[src/design/pwiu_pkg.sv]
// Shared constants and types for the periodic wrap and image unwrap block.
`timescale 1ns / 1ps

package pwiu_pkg;

    localparam int DEF_COUNTER_BITS = 10;
    localparam int DEF_COORD_BITS   = 32;
    localparam int UNWRAP_BITS      = 48;
    localparam int NUM_AXES         = 3;
    localparam int NUM_STAGES       = 4;
    localparam int CFG_IDX_W        = 3;

    // Q16.16 value of 1.0, the period after reset.
    localparam longint PERIOD_RESET   = 65536;
    localparam longint LOW_EDGE_RESET = 0;

    typedef enum logic [CFG_IDX_W-1:0] {
        REG_LOW_EDGE_X = 3'd0,
        REG_LOW_EDGE_Y = 3'd1,
        REG_LOW_EDGE_Z = 3'd2,
        REG_PERIOD_X   = 3'd3,
        REG_PERIOD_Y   = 3'd4,
        REG_PERIOD_Z   = 3'd5
    } pwiu_reg_t;

    // Load enables of the pipeline registers, stage 0 first.
    typedef struct packed {
        logic [NUM_STAGES-1:0] load;
    } pwiu_pipe_ctrl_t;

endpackage

[src/design/pwiu_in_if.sv]
// Input channel interface: one particle per transaction.
`timescale 1ns / 1ps

interface pwiu_in_if #(
    parameter int COORD_BITS   = pwiu_pkg::DEF_COORD_BITS,
    parameter int COUNTER_BITS = pwiu_pkg::DEF_COUNTER_BITS
);
    logic                                                valid;
    logic                                                ready;
    logic signed [COORD_BITS-1:0]                        pos_x;
    logic signed [COORD_BITS-1:0]                        pos_y;
    logic signed [COORD_BITS-1:0]                        pos_z;
    logic [pwiu_pkg::NUM_AXES*COUNTER_BITS-1:0]          image_word;
    logic                                                last_particle;

    modport source (
        output valid, pos_x, pos_y, pos_z, image_word, last_particle,
        input  ready
    );
    modport sink (
        input  valid, pos_x, pos_y, pos_z, image_word, last_particle,
        output ready
    );
endinterface

[src/design/pwiu_out_if.sv]
// Output channel interface: one wrapped and unwrapped particle per transaction.
`timescale 1ns / 1ps

interface pwiu_out_if #(
    parameter int COORD_BITS   = pwiu_pkg::DEF_COORD_BITS,
    parameter int COUNTER_BITS = pwiu_pkg::DEF_COUNTER_BITS
);
    logic                                                valid;
    logic                                                ready;
    logic signed [COORD_BITS-1:0]                        wrapped_x;
    logic signed [COORD_BITS-1:0]                        wrapped_y;
    logic signed [COORD_BITS-1:0]                        wrapped_z;
    logic [pwiu_pkg::NUM_AXES*COUNTER_BITS-1:0]          new_image_word;
    logic signed [pwiu_pkg::UNWRAP_BITS-1:0]             unwrapped_x;
    logic signed [pwiu_pkg::UNWRAP_BITS-1:0]             unwrapped_y;
    logic signed [pwiu_pkg::UNWRAP_BITS-1:0]             unwrapped_z;
    logic                                                last_out;

    modport source (
        output valid, wrapped_x, wrapped_y, wrapped_z, new_image_word,
               unwrapped_x, unwrapped_y, unwrapped_z, last_out,
        input  ready
    );
    modport sink (
        input  valid, wrapped_x, wrapped_y, wrapped_z, new_image_word,
               unwrapped_x, unwrapped_y, unwrapped_z, last_out,
        output ready
    );
endinterface

[src/design/pwiu_cfg.sv]
// Box configuration registers with a precomputed high edge per axis.
`timescale 1ns / 1ps

module pwiu_cfg #(
    parameter int COORD_BITS = pwiu_pkg::DEF_COORD_BITS
) (
    input  logic                                                   clk,
    input  logic                                                   rst_n,
    input  logic                                                   cfg_we,
    input  logic [pwiu_pkg::CFG_IDX_W-1:0]                         cfg_index,
    input  logic [COORD_BITS-1:0]                                  cfg_data,
    output logic [pwiu_pkg::NUM_AXES-1:0][COORD_BITS-1:0]          low_edge,
    output logic [pwiu_pkg::NUM_AXES-1:0][COORD_BITS-2:0]          period,
    output logic [pwiu_pkg::NUM_AXES-1:0][COORD_BITS:0]            high_edge
);

    logic [pwiu_pkg::NUM_AXES-1:0][COORD_BITS-1:0] low_reg;
    logic [pwiu_pkg::NUM_AXES-1:0][COORD_BITS-2:0] period_reg;
    logic [pwiu_pkg::NUM_AXES-1:0][COORD_BITS:0]   high_reg;
    logic [pwiu_pkg::NUM_AXES-1:0][COORD_BITS:0]   high_next;

    always_ff @(posedge clk or negedge rst_n)
    begin
        if (!rst_n)
        begin
            for (int a = 0; a < pwiu_pkg::NUM_AXES; a++)
            begin
                low_reg[a]    <= COORD_BITS'(pwiu_pkg::LOW_EDGE_RESET);
                period_reg[a] <= (COORD_BITS-1)'(pwiu_pkg::PERIOD_RESET);
            end
        end
        else if (cfg_we)
        begin
            case (pwiu_pkg::pwiu_reg_t'(cfg_index))
                pwiu_pkg::REG_LOW_EDGE_X: low_reg[0]    <= cfg_data;
                pwiu_pkg::REG_LOW_EDGE_Y: low_reg[1]    <= cfg_data;
                pwiu_pkg::REG_LOW_EDGE_Z: low_reg[2]    <= cfg_data;
                pwiu_pkg::REG_PERIOD_X:   period_reg[0] <= cfg_data[COORD_BITS-2:0];
                pwiu_pkg::REG_PERIOD_Y:   period_reg[1] <= cfg_data[COORD_BITS-2:0];
                pwiu_pkg::REG_PERIOD_Z:   period_reg[2] <= cfg_data[COORD_BITS-2:0];
                default: ;
            endcase
        end
    end

    // The high edge is one bit wider than a coordinate so it never wraps.
    always_comb
    begin
        for (int a = 0; a < pwiu_pkg::NUM_AXES; a++)
        begin
            high_next[a] = {low_reg[a][COORD_BITS-1], low_reg[a]}
                         + {2'b00, period_reg[a]};
        end
    end

    always_ff @(posedge clk or negedge rst_n)
    begin
        if (!rst_n)
        begin
            high_reg <= '0;
        end
        else
        begin
            high_reg <= high_next;
        end
    end

    assign low_edge  = low_reg;
    assign period    = period_reg;
    assign high_edge = high_reg;

endmodule

[src/design/pwiu_ctrl.sv]
// Pipeline valid bits, stall chain and the batch marker that rides along.
`timescale 1ns / 1ps

module pwiu_ctrl (
    input  logic                       clk,
    input  logic                       rst_n,
    input  logic                       in_valid,
    output logic                       in_ready,
    input  logic                       in_last,
    output logic                       out_valid,
    input  logic                       out_ready,
    output logic                       out_last,
    output pwiu_pkg::pwiu_pipe_ctrl_t  pipe
);

    localparam int NS = pwiu_pkg::NUM_STAGES;

    logic [NS-1:0] valid_reg;
    logic [NS-1:0] last_reg;
    logic [NS-1:0] load;

    // A stage loads when it is empty or its content moves on this cycle.
    always_comb
    begin
        load[NS-1] = !valid_reg[NS-1] || out_ready;
        for (int k = NS - 2; k >= 0; k--)
        begin
            load[k] = !valid_reg[k] || load[k+1];
        end
    end

    always_ff @(posedge clk or negedge rst_n)
    begin
        if (!rst_n)
        begin
            valid_reg <= '0;
        end
        else
        begin
            if (load[0])
            begin
                valid_reg[0] <= in_valid;
            end
            for (int k = 1; k < NS; k++)
            begin
                if (load[k])
                begin
                    valid_reg[k] <= valid_reg[k-1];
                end
            end
        end
    end

    always_ff @(posedge clk)
    begin
        if (load[0])
        begin
            last_reg[0] <= in_last;
        end
        for (int k = 1; k < NS; k++)
        begin
            if (load[k])
            begin
                last_reg[k] <= last_reg[k-1];
            end
        end
    end

    assign in_ready  = load[0];
    assign out_valid = valid_reg[NS-1];
    assign out_last  = last_reg[NS-1];
    assign pipe.load = load;

endmodule

[src/design/pwiu_axis.sv]
// Four-stage datapath of one axis: low check, high check, image multiply, unwrap sum.
`timescale 1ns / 1ps

module pwiu_axis #(
    parameter int COORD_BITS   = pwiu_pkg::DEF_COORD_BITS,
    parameter int COUNTER_BITS = pwiu_pkg::DEF_COUNTER_BITS
) (
    input  logic                                   clk,
    input  pwiu_pkg::pwiu_pipe_ctrl_t              pipe,
    input  logic [COORD_BITS-1:0]                  low_edge,
    input  logic [COORD_BITS-2:0]                  period,
    input  logic [COORD_BITS:0]                    high_edge,
    input  logic signed [COORD_BITS-1:0]           pos,
    input  logic [COUNTER_BITS-1:0]                cnt_in,
    output logic signed [COORD_BITS-1:0]           wrapped,
    output logic signed [pwiu_pkg::UNWRAP_BITS-1:0] unwrapped,
    output logic [COUNTER_BITS-1:0]                cnt_out
);

    localparam int UW     = pwiu_pkg::UNWRAP_BITS;
    localparam int PROD_W = COUNTER_BITS + COORD_BITS;
    localparam int SUM_W  = ((PROD_W > UW) ? PROD_W : UW) + 1;

    localparam logic signed [COORD_BITS-1:0] COORD_MAX = {1'b0, {(COORD_BITS-1){1'b1}}};
    localparam logic signed [UW-1:0]         UW_MAX    = {1'b0, {(UW-1){1'b1}}};
    localparam logic signed [UW-1:0]         UW_MIN    = {1'b1, {(UW-1){1'b0}}};

    logic signed [COORD_BITS-1:0] lo_s;
    logic signed [COORD_BITS-1:0] p_s;
    logic signed [COORD_BITS:0]   hi_s;

    assign lo_s = $signed(low_edge);
    assign p_s  = $signed({1'b0, period});
    assign hi_s = $signed(high_edge);

    // Stage 1: below the low edge, add one period with saturation.
    logic signed [COORD_BITS-1:0] s1_x_reg,  s1_x_next;
    logic [COUNTER_BITS-1:0]      s1_c_reg,  s1_c_next;
    logic signed [COORD_BITS:0]   s1_sum;

    always_comb
    begin
        s1_sum    = (COORD_BITS+1)'(pos) + (COORD_BITS+1)'(p_s);
        s1_x_next = pos;
        s1_c_next = cnt_in;
        if (pos < lo_s)
        begin
            s1_c_next = cnt_in - COUNTER_BITS'(1);
            if (s1_sum[COORD_BITS] != s1_sum[COORD_BITS-1])
            begin
                s1_x_next = COORD_MAX;
            end
            else
            begin
                s1_x_next = s1_sum[COORD_BITS-1:0];
            end
        end
    end

    // Stage 2: at or above the high edge, take one period off. Since the
    // coordinate is at least low edge plus period, the result never drops
    // below the low edge, so no clamp is needed.
    logic signed [COORD_BITS-1:0]   s2_x_reg,   s2_x_next;
    logic [COUNTER_BITS-1:0]        s2_c_reg,   s2_c_next;
    logic signed [COUNTER_BITS-1:0] s2_off_reg, s2_off_next;

    always_comb
    begin
        s2_x_next = s1_x_reg;
        s2_c_next = s1_c_reg;
        if ((COORD_BITS+1)'(s1_x_reg) >= hi_s)
        begin
            s2_x_next = s1_x_reg - p_s;
            s2_c_next = s1_c_reg + COUNTER_BITS'(1);
        end
        // Removing the bias is an inversion of the counter's top bit.
        s2_off_next = $signed({~s2_c_next[COUNTER_BITS-1], s2_c_next[COUNTER_BITS-2:0]});
    end

    // Stage 3: image offset times period.
    logic signed [COORD_BITS-1:0] s3_x_reg;
    logic [COUNTER_BITS-1:0]      s3_c_reg;
    logic signed [PROD_W-1:0]     s3_prod_reg, s3_prod_next;

    assign s3_prod_next = PROD_W'(s2_off_reg) * PROD_W'(p_s);

    // Stage 4: unwrapped sum, saturated to the output range.
    logic signed [COORD_BITS-1:0] s4_x_reg;
    logic [COUNTER_BITS-1:0]      s4_c_reg;
    logic signed [UW-1:0]         s4_u_reg, s4_u_next;
    logic signed [SUM_W-1:0]      s4_sum;

    always_comb
    begin
        s4_sum = SUM_W'(s3_x_reg) + SUM_W'(s3_prod_reg);
        if (s4_sum[SUM_W-1:UW-1] == {(SUM_W-UW+1){s4_sum[SUM_W-1]}})
        begin
            s4_u_next = s4_sum[UW-1:0];
        end
        else if (s4_sum[SUM_W-1])
        begin
            s4_u_next = UW_MIN;
        end
        else
        begin
            s4_u_next = UW_MAX;
        end
    end

    always_ff @(posedge clk)
    begin
        if (pipe.load[0])
        begin
            s1_x_reg <= s1_x_next;
            s1_c_reg <= s1_c_next;
        end
        if (pipe.load[1])
        begin
            s2_x_reg   <= s2_x_next;
            s2_c_reg   <= s2_c_next;
            s2_off_reg <= s2_off_next;
        end
        if (pipe.load[2])
        begin
            s3_x_reg    <= s2_x_reg;
            s3_c_reg    <= s2_c_reg;
            s3_prod_reg <= s3_prod_next;
        end
        if (pipe.load[3])
        begin
            s4_x_reg <= s3_x_reg;
            s4_c_reg <= s3_c_reg;
            s4_u_reg <= s4_u_next;
        end
    end

    assign wrapped   = s4_x_reg;
    assign unwrapped = s4_u_reg;
    assign cnt_out   = s4_c_reg;

endmodule

[src/design/periodic_wrap_image_unwrap.sv]
// Top level of the periodic box wrap with packed image counters.
//
// Usage:
//   in_ch carries one particle per transaction: three Q16.16 coordinates, a
//   packed word of three image counters biased by half their range, and a
//   batch marker. out_ch returns one transaction per particle, in order: the
//   wrapped coordinates, the updated image word, the Q32.16 unwrapped
//   coordinates and the batch marker.
//   The box (low edge and period per axis) is set through the plain write
//   port; write it only while no particle is in flight.
// Timing:
//   Four register stages (low check, high check, offset multiply, unwrap
//   sum). A result is registered in each stage in turn and is presented on
//   out_ch from the last one. One particle per cycle is sustained while
//   out_ch is ready; the stage depth is set by the offset-times-period
//   multiplier and the 48-bit saturating add.
// Reset:
//   Clears the pipeline and loads low edge 0 and period 1.0 on each axis.
// Stalls:
//   When out_ch is not ready, the pipeline fills its empty stages first and
//   then holds; in_ch.ready falls only once all four stages are occupied.
`timescale 1ns / 1ps

module periodic_wrap_image_unwrap #(
    parameter int COUNTER_BITS = pwiu_pkg::DEF_COUNTER_BITS,
    parameter int COORD_BITS   = pwiu_pkg::DEF_COORD_BITS
) (
    input  logic                              clk,
    input  logic                              rst_n,
    input  logic                              cfg_we,
    input  logic [pwiu_pkg::CFG_IDX_W-1:0]    cfg_index,
    input  logic [COORD_BITS-1:0]             cfg_data,
    pwiu_in_if.sink                           in_ch,
    pwiu_out_if.source                        out_ch
);

    localparam int NA = pwiu_pkg::NUM_AXES;

    logic [NA-1:0][COORD_BITS-1:0]   low_edge;
    logic [NA-1:0][COORD_BITS-2:0]   period;
    logic [NA-1:0][COORD_BITS:0]     high_edge;
    pwiu_pkg::pwiu_pipe_ctrl_t       pipe;

    logic [NA-1:0][COORD_BITS-1:0]            pos;
    logic [NA-1:0][COORD_BITS-1:0]            wrapped;
    logic [NA-1:0][pwiu_pkg::UNWRAP_BITS-1:0] unwrapped;

    pwiu_cfg #(
        .COORD_BITS (COORD_BITS)
    ) u_cfg (
        .clk       (clk),
        .rst_n     (rst_n),
        .cfg_we    (cfg_we),
        .cfg_index (cfg_index),
        .cfg_data  (cfg_data),
        .low_edge  (low_edge),
        .period    (period),
        .high_edge (high_edge)
    );

    pwiu_ctrl u_ctrl (
        .clk       (clk),
        .rst_n     (rst_n),
        .in_valid  (in_ch.valid),
        .in_ready  (in_ch.ready),
        .in_last   (in_ch.last_particle),
        .out_valid (out_ch.valid),
        .out_ready (out_ch.ready),
        .out_last  (out_ch.last_out),
        .pipe      (pipe)
    );

    assign pos[0] = in_ch.pos_x;
    assign pos[1] = in_ch.pos_y;
    assign pos[2] = in_ch.pos_z;

    for (genvar a = 0; a < NA; a++)
    begin : g_axis
        pwiu_axis #(
            .COORD_BITS   (COORD_BITS),
            .COUNTER_BITS (COUNTER_BITS)
        ) u_axis (
            .clk       (clk),
            .pipe      (pipe),
            .low_edge  (low_edge[a]),
            .period    (period[a]),
            .high_edge (high_edge[a]),
            .pos       ($signed(pos[a])),
            .cnt_in    (in_ch.image_word[a*COUNTER_BITS +: COUNTER_BITS]),
            .wrapped   (wrapped[a]),
            .unwrapped (unwrapped[a]),
            .cnt_out   (out_ch.new_image_word[a*COUNTER_BITS +: COUNTER_BITS])
        );
    end

    assign out_ch.wrapped_x   = wrapped[0];
    assign out_ch.wrapped_y   = wrapped[1];
    assign out_ch.wrapped_z   = wrapped[2];
    assign out_ch.unwrapped_x = unwrapped[0];
    assign out_ch.unwrapped_y = unwrapped[1];
    assign out_ch.unwrapped_z = unwrapped[2];

`ifndef SYNTH
    // Input back-pressure only ever comes from a stalled, full output.
    a_ready_from_stall: assert property (@(posedge clk) disable iff (!rst_n)
        !in_ch.ready |-> (out_ch.valid && !out_ch.ready))
        else $error("input stalled without an output stall");

    // With the receiver held ready, an accepted transaction moves through every
    // stage to the last one and is presented on out_ch.
    a_latency: assert property (@(posedge clk) disable iff (!rst_n)
        (in_ch.valid && in_ch.ready) ##1 out_ch.ready ##1 out_ch.ready ##1 out_ch.ready
        |=> out_ch.valid)
        else $error("accepted particle did not reach the output in time");

    // A full pipeline that is drained by one output transaction frees the input.
    a_drain_frees_input: assert property (@(posedge clk) disable iff (!rst_n)
        (out_ch.valid && out_ch.ready) |-> in_ch.ready)
        else $error("output transaction did not free the input");
`endif

endmodule

[src/flat_wrapper.sv]
// flat-port wrapper written by rule: the top's interface ports become plain ports
module periodic_wrap_image_unwrap_flat 
#(
    parameter int COUNTER_BITS = pwiu_pkg::DEF_COUNTER_BITS,
    parameter int COORD_BITS   = pwiu_pkg::DEF_COORD_BITS
)
  (clk, rst_n, cfg_we, cfg_index, cfg_data, in_ch_valid, in_ch_pos_x, in_ch_pos_y, in_ch_pos_z, in_ch_image_word, in_ch_last_particle, in_ch_ready, out_ch_valid, out_ch_wrapped_x, out_ch_wrapped_y, out_ch_wrapped_z, out_ch_new_image_word, out_ch_unwrapped_x, out_ch_unwrapped_y, out_ch_unwrapped_z, out_ch_last_out, out_ch_ready);
  pwiu_in_if #(.COORD_BITS(COORD_BITS), .COUNTER_BITS(COUNTER_BITS)) in_ch_i ();
  pwiu_out_if #(.COORD_BITS(COORD_BITS), .COUNTER_BITS(COUNTER_BITS)) out_ch_i ();
  input  logic clk;
  input  logic rst_n;
  input  logic cfg_we;
  input  logic [pwiu_pkg::CFG_IDX_W-1:0] cfg_index;
  input  logic [COORD_BITS-1:0] cfg_data;
  input wire logic [$bits(in_ch_i.valid)-1:0] in_ch_valid;
  input wire logic [$bits(in_ch_i.pos_x)-1:0] in_ch_pos_x;
  input wire logic [$bits(in_ch_i.pos_y)-1:0] in_ch_pos_y;
  input wire logic [$bits(in_ch_i.pos_z)-1:0] in_ch_pos_z;
  input wire logic [$bits(in_ch_i.image_word)-1:0] in_ch_image_word;
  input wire logic [$bits(in_ch_i.last_particle)-1:0] in_ch_last_particle;
  output wire logic [$bits(in_ch_i.ready)-1:0] in_ch_ready;
  output wire logic [$bits(out_ch_i.valid)-1:0] out_ch_valid;
  output wire logic [$bits(out_ch_i.wrapped_x)-1:0] out_ch_wrapped_x;
  output wire logic [$bits(out_ch_i.wrapped_y)-1:0] out_ch_wrapped_y;
  output wire logic [$bits(out_ch_i.wrapped_z)-1:0] out_ch_wrapped_z;
  output wire logic [$bits(out_ch_i.new_image_word)-1:0] out_ch_new_image_word;
  output wire logic [$bits(out_ch_i.unwrapped_x)-1:0] out_ch_unwrapped_x;
  output wire logic [$bits(out_ch_i.unwrapped_y)-1:0] out_ch_unwrapped_y;
  output wire logic [$bits(out_ch_i.unwrapped_z)-1:0] out_ch_unwrapped_z;
  output wire logic [$bits(out_ch_i.last_out)-1:0] out_ch_last_out;
  input wire logic [$bits(out_ch_i.ready)-1:0] out_ch_ready;
  assign in_ch_i.valid = in_ch_valid;
  assign in_ch_i.pos_x = in_ch_pos_x;
  assign in_ch_i.pos_y = in_ch_pos_y;
  assign in_ch_i.pos_z = in_ch_pos_z;
  assign in_ch_i.image_word = in_ch_image_word;
  assign in_ch_i.last_particle = in_ch_last_particle;
  assign in_ch_ready = in_ch_i.ready;
  assign out_ch_valid = out_ch_i.valid;
  assign out_ch_wrapped_x = out_ch_i.wrapped_x;
  assign out_ch_wrapped_y = out_ch_i.wrapped_y;
  assign out_ch_wrapped_z = out_ch_i.wrapped_z;
  assign out_ch_new_image_word = out_ch_i.new_image_word;
  assign out_ch_unwrapped_x = out_ch_i.unwrapped_x;
  assign out_ch_unwrapped_y = out_ch_i.unwrapped_y;
  assign out_ch_unwrapped_z = out_ch_i.unwrapped_z;
  assign out_ch_last_out = out_ch_i.last_out;
  assign out_ch_i.ready = out_ch_ready;
  periodic_wrap_image_unwrap #(.COUNTER_BITS(COUNTER_BITS), .COORD_BITS(COORD_BITS)) u_core (.clk(clk), .rst_n(rst_n), .cfg_we(cfg_we), .cfg_index(cfg_index), .cfg_data(cfg_data), .in_ch(in_ch_i), .out_ch(out_ch_i));
endmodule
[config.mk]
export PLATFORM = sky130hd
export DESIGN_NAME = periodic_wrap_image_unwrap_flat
export DESIGN_NICKNAME = d
export VERILOG_FILES = /design/src/design/pwiu_pkg.sv /design/src/design/pwiu_in_if.sv /design/src/design/pwiu_out_if.sv /design/src/design/pwiu_cfg.sv /design/src/design/pwiu_ctrl.sv /design/src/design/pwiu_axis.sv /design/src/design/periodic_wrap_image_unwrap.sv /design/src/flat_wrapper.sv
export SDC_FILE = /design/constraint.sdc
export NUM_CORES = 2
export LEC_CHECK = 0
export BUFFER_PORTS_ARGS = -buffer_cell sky130_fd_sc_hd__buf_4
export CORE_ASPECT_RATIO = 1.5
export CORE_MARGIN = 3
export CORE_UTILIZATION = 60
export DETAILED_ROUTE_END_ITERATION = 12
export HOLD_SLACK_MARGIN = 0.1
export PLACE_DENSITY = 0.79
export SYNTH_ARGS = -nofsm -noshare
export SYNTH_HDL_FRONTEND = slang
export SYNTH_SLANG_ARGS = --single-unit
[constraint.sdc]
create_clock -name clk -period 19.1 [get_ports clk]
set_clock_uncertainty 0.15 [all_clocks]
set_input_delay 3.82 -clock clk [delete_from_list [all_inputs] [get_ports clk]]
set_output_delay 3.82 -clock clk [all_outputs]
set_load 0.02 [all_outputs]
**Word-level counts from Yosys, hierarchy flattened**

Index checks and enable logic that the tools add are counted.

- $add $sub $neg: 18
- Multiply operators: 3
- Divide/modulo/power cells: 0
- $lt $le $gt $ge: 6
- Equality and inequality tests: 11
- Shift operators: 0
- Muxes and demuxes: 21
- Bitwise gates (word level): 3
- Reduce and logical (&&, ||, !) cells: 15

Operator list:

| kind | count |
|---|---|
| 32-bit two-way mux | 9 |
| 48-bit two-way mux | 6 |
| 32-bit by 32-bit adder with 33-bit output | 6 |
| 32-bit by 42-bit adder with 43-bit output | 3 |
| 10-bit by 32-bit multiplier with 42-bit output | 3 |
| 32-bit by 33-bit greater-or-equal comparator with 1-bit output | 3 |
| 32-bit < comparator | 3 |
| 32-bit subtractor | 3 |
| 10-bit two-way mux | 6 |
| 10-bit by 1-bit adder with 10-bit output (second input constant) | 3 |
| 10-bit by 1-bit subtractor with 10-bit output (second input constant) | 3 |
| 2-bit AND reduction | 6 |
| 3-bit by 2-bit == test with 1-bit output (second input constant) | 2 |
| 3-bit == test (second input constant) | 2 |
| 1-bit zero test | 4 |
| 1-bit logical OR | 4 |
| 1-bit == test | 3 |
| 3-bit by 1-bit == test with 1-bit output (second input constant) | 1 |
| 3-bit zero test | 1 |
| 1-bit inequality test | 3 |
| 1-bit inverter | 3 |

- Register bits: 1100
- Latch bits: 0
- Memory bits (writable): 0
- Memory bits (read-only): 0
- Input port bits: 167
- Output and inout port bits: 273
- Word-level logic and storage cells: 127
- Memories: 0

**Longest topological paths before layout**

- Depth after elaboration: 5
- Gate-level depth with buffers: 23
- Gate-level depth less buffers: 22

**Modules after synthesis**

From an unflattened synthesis, not the netlist that was laid out.

- Cell total of the unflattened synthesis: 9268
- Area, all modules: 93525.9 um^2

By module, submodules not included:

| module | times used | cells an instance | area each (um^2) | seq. area each (um^2) |
|---|---|---|---|---|
| pwiu_axis at u_core.g_axis[0].u_axis | 1 | 2723 | 26312.7 | 7627.3 |
| pwiu_axis at u_core.g_axis[1].u_axis | 1 | 2687 | 26299.0 | 7627.3 |
| pwiu_axis at u_core.g_axis[2].u_axis | 1 | 2625 | 26118.8 | 7627.3 |
| pwiu_cfg | 1 | 1215 | 14500.2 | 7210.7 |
| pwiu_ctrl | 1 | 18 | 295.3 | 220.2 |

**Worst setup path after synthesis**

No wires, ideal clock.

- Kind: input port to output port
- Start point: input port out_ch_ready
- End point: output port in_ch_ready
- Arrival: 7719 ps
- Data required time: 15130 ps
- Path slack: 7411 ps
- Stages on the path: 2
- Path buffers: 0
- Cells stage by stage: nor2b_1 > nand4_1

- Word-level cells in the longest chain between the ends: 4

Ends and longest elaborated chain:

| what | line | text |
|---|---|---|
| from (decl) | flat_wrapper.sv:31 | `input wire logic [$bits(out_ch_i.ready)-1:0] out_ch_ready;` |
| 1-bit logical OR | pwiu_ctrl.sv:25 | `load[NS-1] = !valid_reg[NS-1] \|\| out_ready;` |
| 1-bit logical OR (3 in a row) | pwiu_ctrl.sv:28 | `load[k] = !valid_reg[k] \|\| load[k+1];` |
| to (decl) | flat_wrapper.sv:21 | `output wire logic [$bits(in_ch_i.ready)-1:0] in_ch_ready;` |

No other way between the ends.

**Final worst setup path**

Ends and elaborated chain as after synthesis.

==> run metrics <==
status complete, no violations; area of the mapped netlist 0.09083 sq mm; Largest register FFs between 100 and 150; synthesized flop and latch total roughly 1100; largest net degree at the start of global routing 86; die area between 0.15 and 0.2 sq mm; Die Wd roughly 320 um; hold-fix buffer count after cts 0; TritonRoute pass-1 iters 8; Post-Synth Simple-Gate Area ~12%; WL per Instance 22.64 um; met3 usage under 10%; Cell variety after synth 89; top post-synthesis cells by count inv_1 (1219), nand2_1 (955), ha_1 (930); largest family of logic cells by synthesized area adder cells; io pins 440; Post-synth EDFFs between 700 and 800; Post-Synthesis Cells between 9000 and 10000; Max FO, Critical Path between 40 and 50; fmax between 100 and 150 MHz; clock transition at the registers of the reported paths approximately 60 ps; drt via density 6.086; met1 GRT Util between 30% and 40%; Slew @ Worst Pin 1284 ps; Most used DFF post-synth edfxtp_1; Critical Setup Path Class in2out; fraction of final layout cells sized beyond drive strength 1 a little under a tenth; RSZ-0062 raised after global routing no; DR iter-0 viols approximately 5300; Syn Area/Cell just over 10 sq um; Buffers on Ports ~440; chip height 482.5 um; H-tree Lvls 3; syn nets roughly 11000; mux cell area share after synthesis 1.916%; clock buffer count from CTS 106; final setup vio count 0; area grow syn2layout 9.706%; Rows between 150 and 200; CTS tree yes; post-synthesis sequential area ratio between 30% and 40%; number of remaining DRC errors 0; routed via count 69239; Worst-Skew Late Latency 770 ps; nature of the critical path startpoint primary input; DPL Wire Length 199200 um; minimum clock period 9425 ps; gpl congestion between 0.9 and 1; Synth Area in Compound Gates 12.91%; Layout Nets around 11000; GR Layer Usage met2 between 50% and 60%; All-Layer GR Usage 33.10%; GR peak layer met2; TNS Setup 0 ps; area leader, netlist edfxtp_1; Worst Hold Class reg2reg; total of warnings raised by yosys 0; Post CTS Setup Buffer Count 0; crit share post-route 49.34%; initial antenna violation count 23; vias in the first global route roughly 71000; Final Hold Viols 0; synth top area cells edfxtp_1 (25%), fa_1 (16%), ha_1 (13%); Async SR Flop Fraction between 20 and 30%; routed wire length roughly 260000 um; post-CTS sizing 0; clock sinks 1058; max-cap violation count 0; grt total ovfl 0; Yosys top cell area share roughly a quarter; Routed Antenna Nets 0; most numerous cell in the Yosys netlist inv_1; Post-Synth XOR/XNOR Area 4.927%; CTS root buf clkbuf_16; fin. max-slew vios 0; CTS max path bufs 3; global-route wire length before repair just under 400000 um; relative slew slack about 14%; Post-Synth Adder-Cell Area roughly 28%; Critical Path RT 15130 ps; Worst setup EP type output port; WP data arrival approximately 5500 ps; Core Region between 0.15 and 0.2 sq mm; initial core utilization approximately three fifths
==> cells in the final DEF, fill, tap and decap left out, types with 25 or more instances in the layout <==
cell	count
a211oi_1	54
a21o_1	355
a21oi_1	517
a31oi_1	76
and2_1	342
and3_1	54
buf_4	499
clkbuf_16	109
dfrtp_1	289
edfxtp_1	766
fa_1	705
ha_1	930
inv_1	1218
mux2_2	151
nand2_1	954
nand2b_1	68
nand3_1	97
nand4_1	75
nor2_1	349
nor2b_1	145
nor3_1	100
o211ai_1	26
o21a_1	89
o21ai_0	378
o21bai_1	64
or3_1	25
xnor2_1	338
xor2_1	173
==> metrics by stage <==
step	setup slack [ps]	hold slack, ps	util [%]	cell area (sq um)	std cells
finish	9675	262.2	66.33	99640	11377
global route	9582	260.9	66.30	99600	11359
CTS	9658	252.7	66.30	99590	11355
detailed placement	9655	254.5	63.89	95980	11157
global placement	9733	250.1	63.89	95980	11157
floorplan	7411	250.3	-	90830	9018
==> kinds of logic (layout without fill, tap and decap cells) <==
family / count (synthesis) / after routing
multiplexers: 155 / 155
buffers and inverters: 1517 / 1918
AND/OR/NAND/NOR: 2311 / 2311
adder cells (fa/ha/maj): 1635 / 1635
other: 0 / 22
flip-flops: 1058 / 1058
XOR/XNOR: 511 / 511
AO/OA/AOI/OAI: 1831 / 1831
==> metal layers <==
metal  wire length, um  up-vias
met4             16480       10
met5                55        -
met3             18950      833
met1             97020    34183
met2            125100     2873
li1                  -    31340
==> final timing paths <==
kind                                                               start                                                end  slack (ps)  cells past startpoint
setup reg to reg                     u_core.u_cfg.period[76]$_DFFE_PN0P_  u_core.g_axis[2].u_axis.s3_prod_reg[37]$_DFFE_PP_       11620                     20
max in group asynchronous                                          rst_n              u_core.u_cfg.low_edge[65]$_DFFE_PN0P_       12750                      4
hold reg to reg            u_core.g_axis[1].u_axis.s2_x_reg[1]$_DFFE_PP_      u_core.g_axis[1].u_axis.s3_x_reg[1]$_DFFE_PP_         260                      0
setup / recovery                                            out_ch_ready                                        in_ch_ready        9680                      5
hold / removal             u_core.g_axis[1].u_axis.s2_x_reg[1]$_DFFE_PP_      u_core.g_axis[1].u_axis.s3_x_reg[1]$_DFFE_PP_         260                      0
min in group asynchronous                                          rst_n                u_core.u_cfg.period[56]$_DFFE_PN0P_        2870                      1
==> cell type report <==
cell class,instances,area [sq um]
antenna,22,55.05
clock buffer,136,2869
clock inverter,62,742.0
fill,11642,50570
inverter,1220,4587
multi-input combinational,6443,54900
sequential,1058,30310
tap,1936,2422
timing repair buffer,500,3761
==> worst max-delay path: stages <==
cell	delay, ps
buf_4	110
nor2b_1	620
nand4_1	220
buf_4	390
buf_4	270
Power is not shown: default switching activity piles up to over one toggle a cycle in this logic, so the estimate is an artifact.
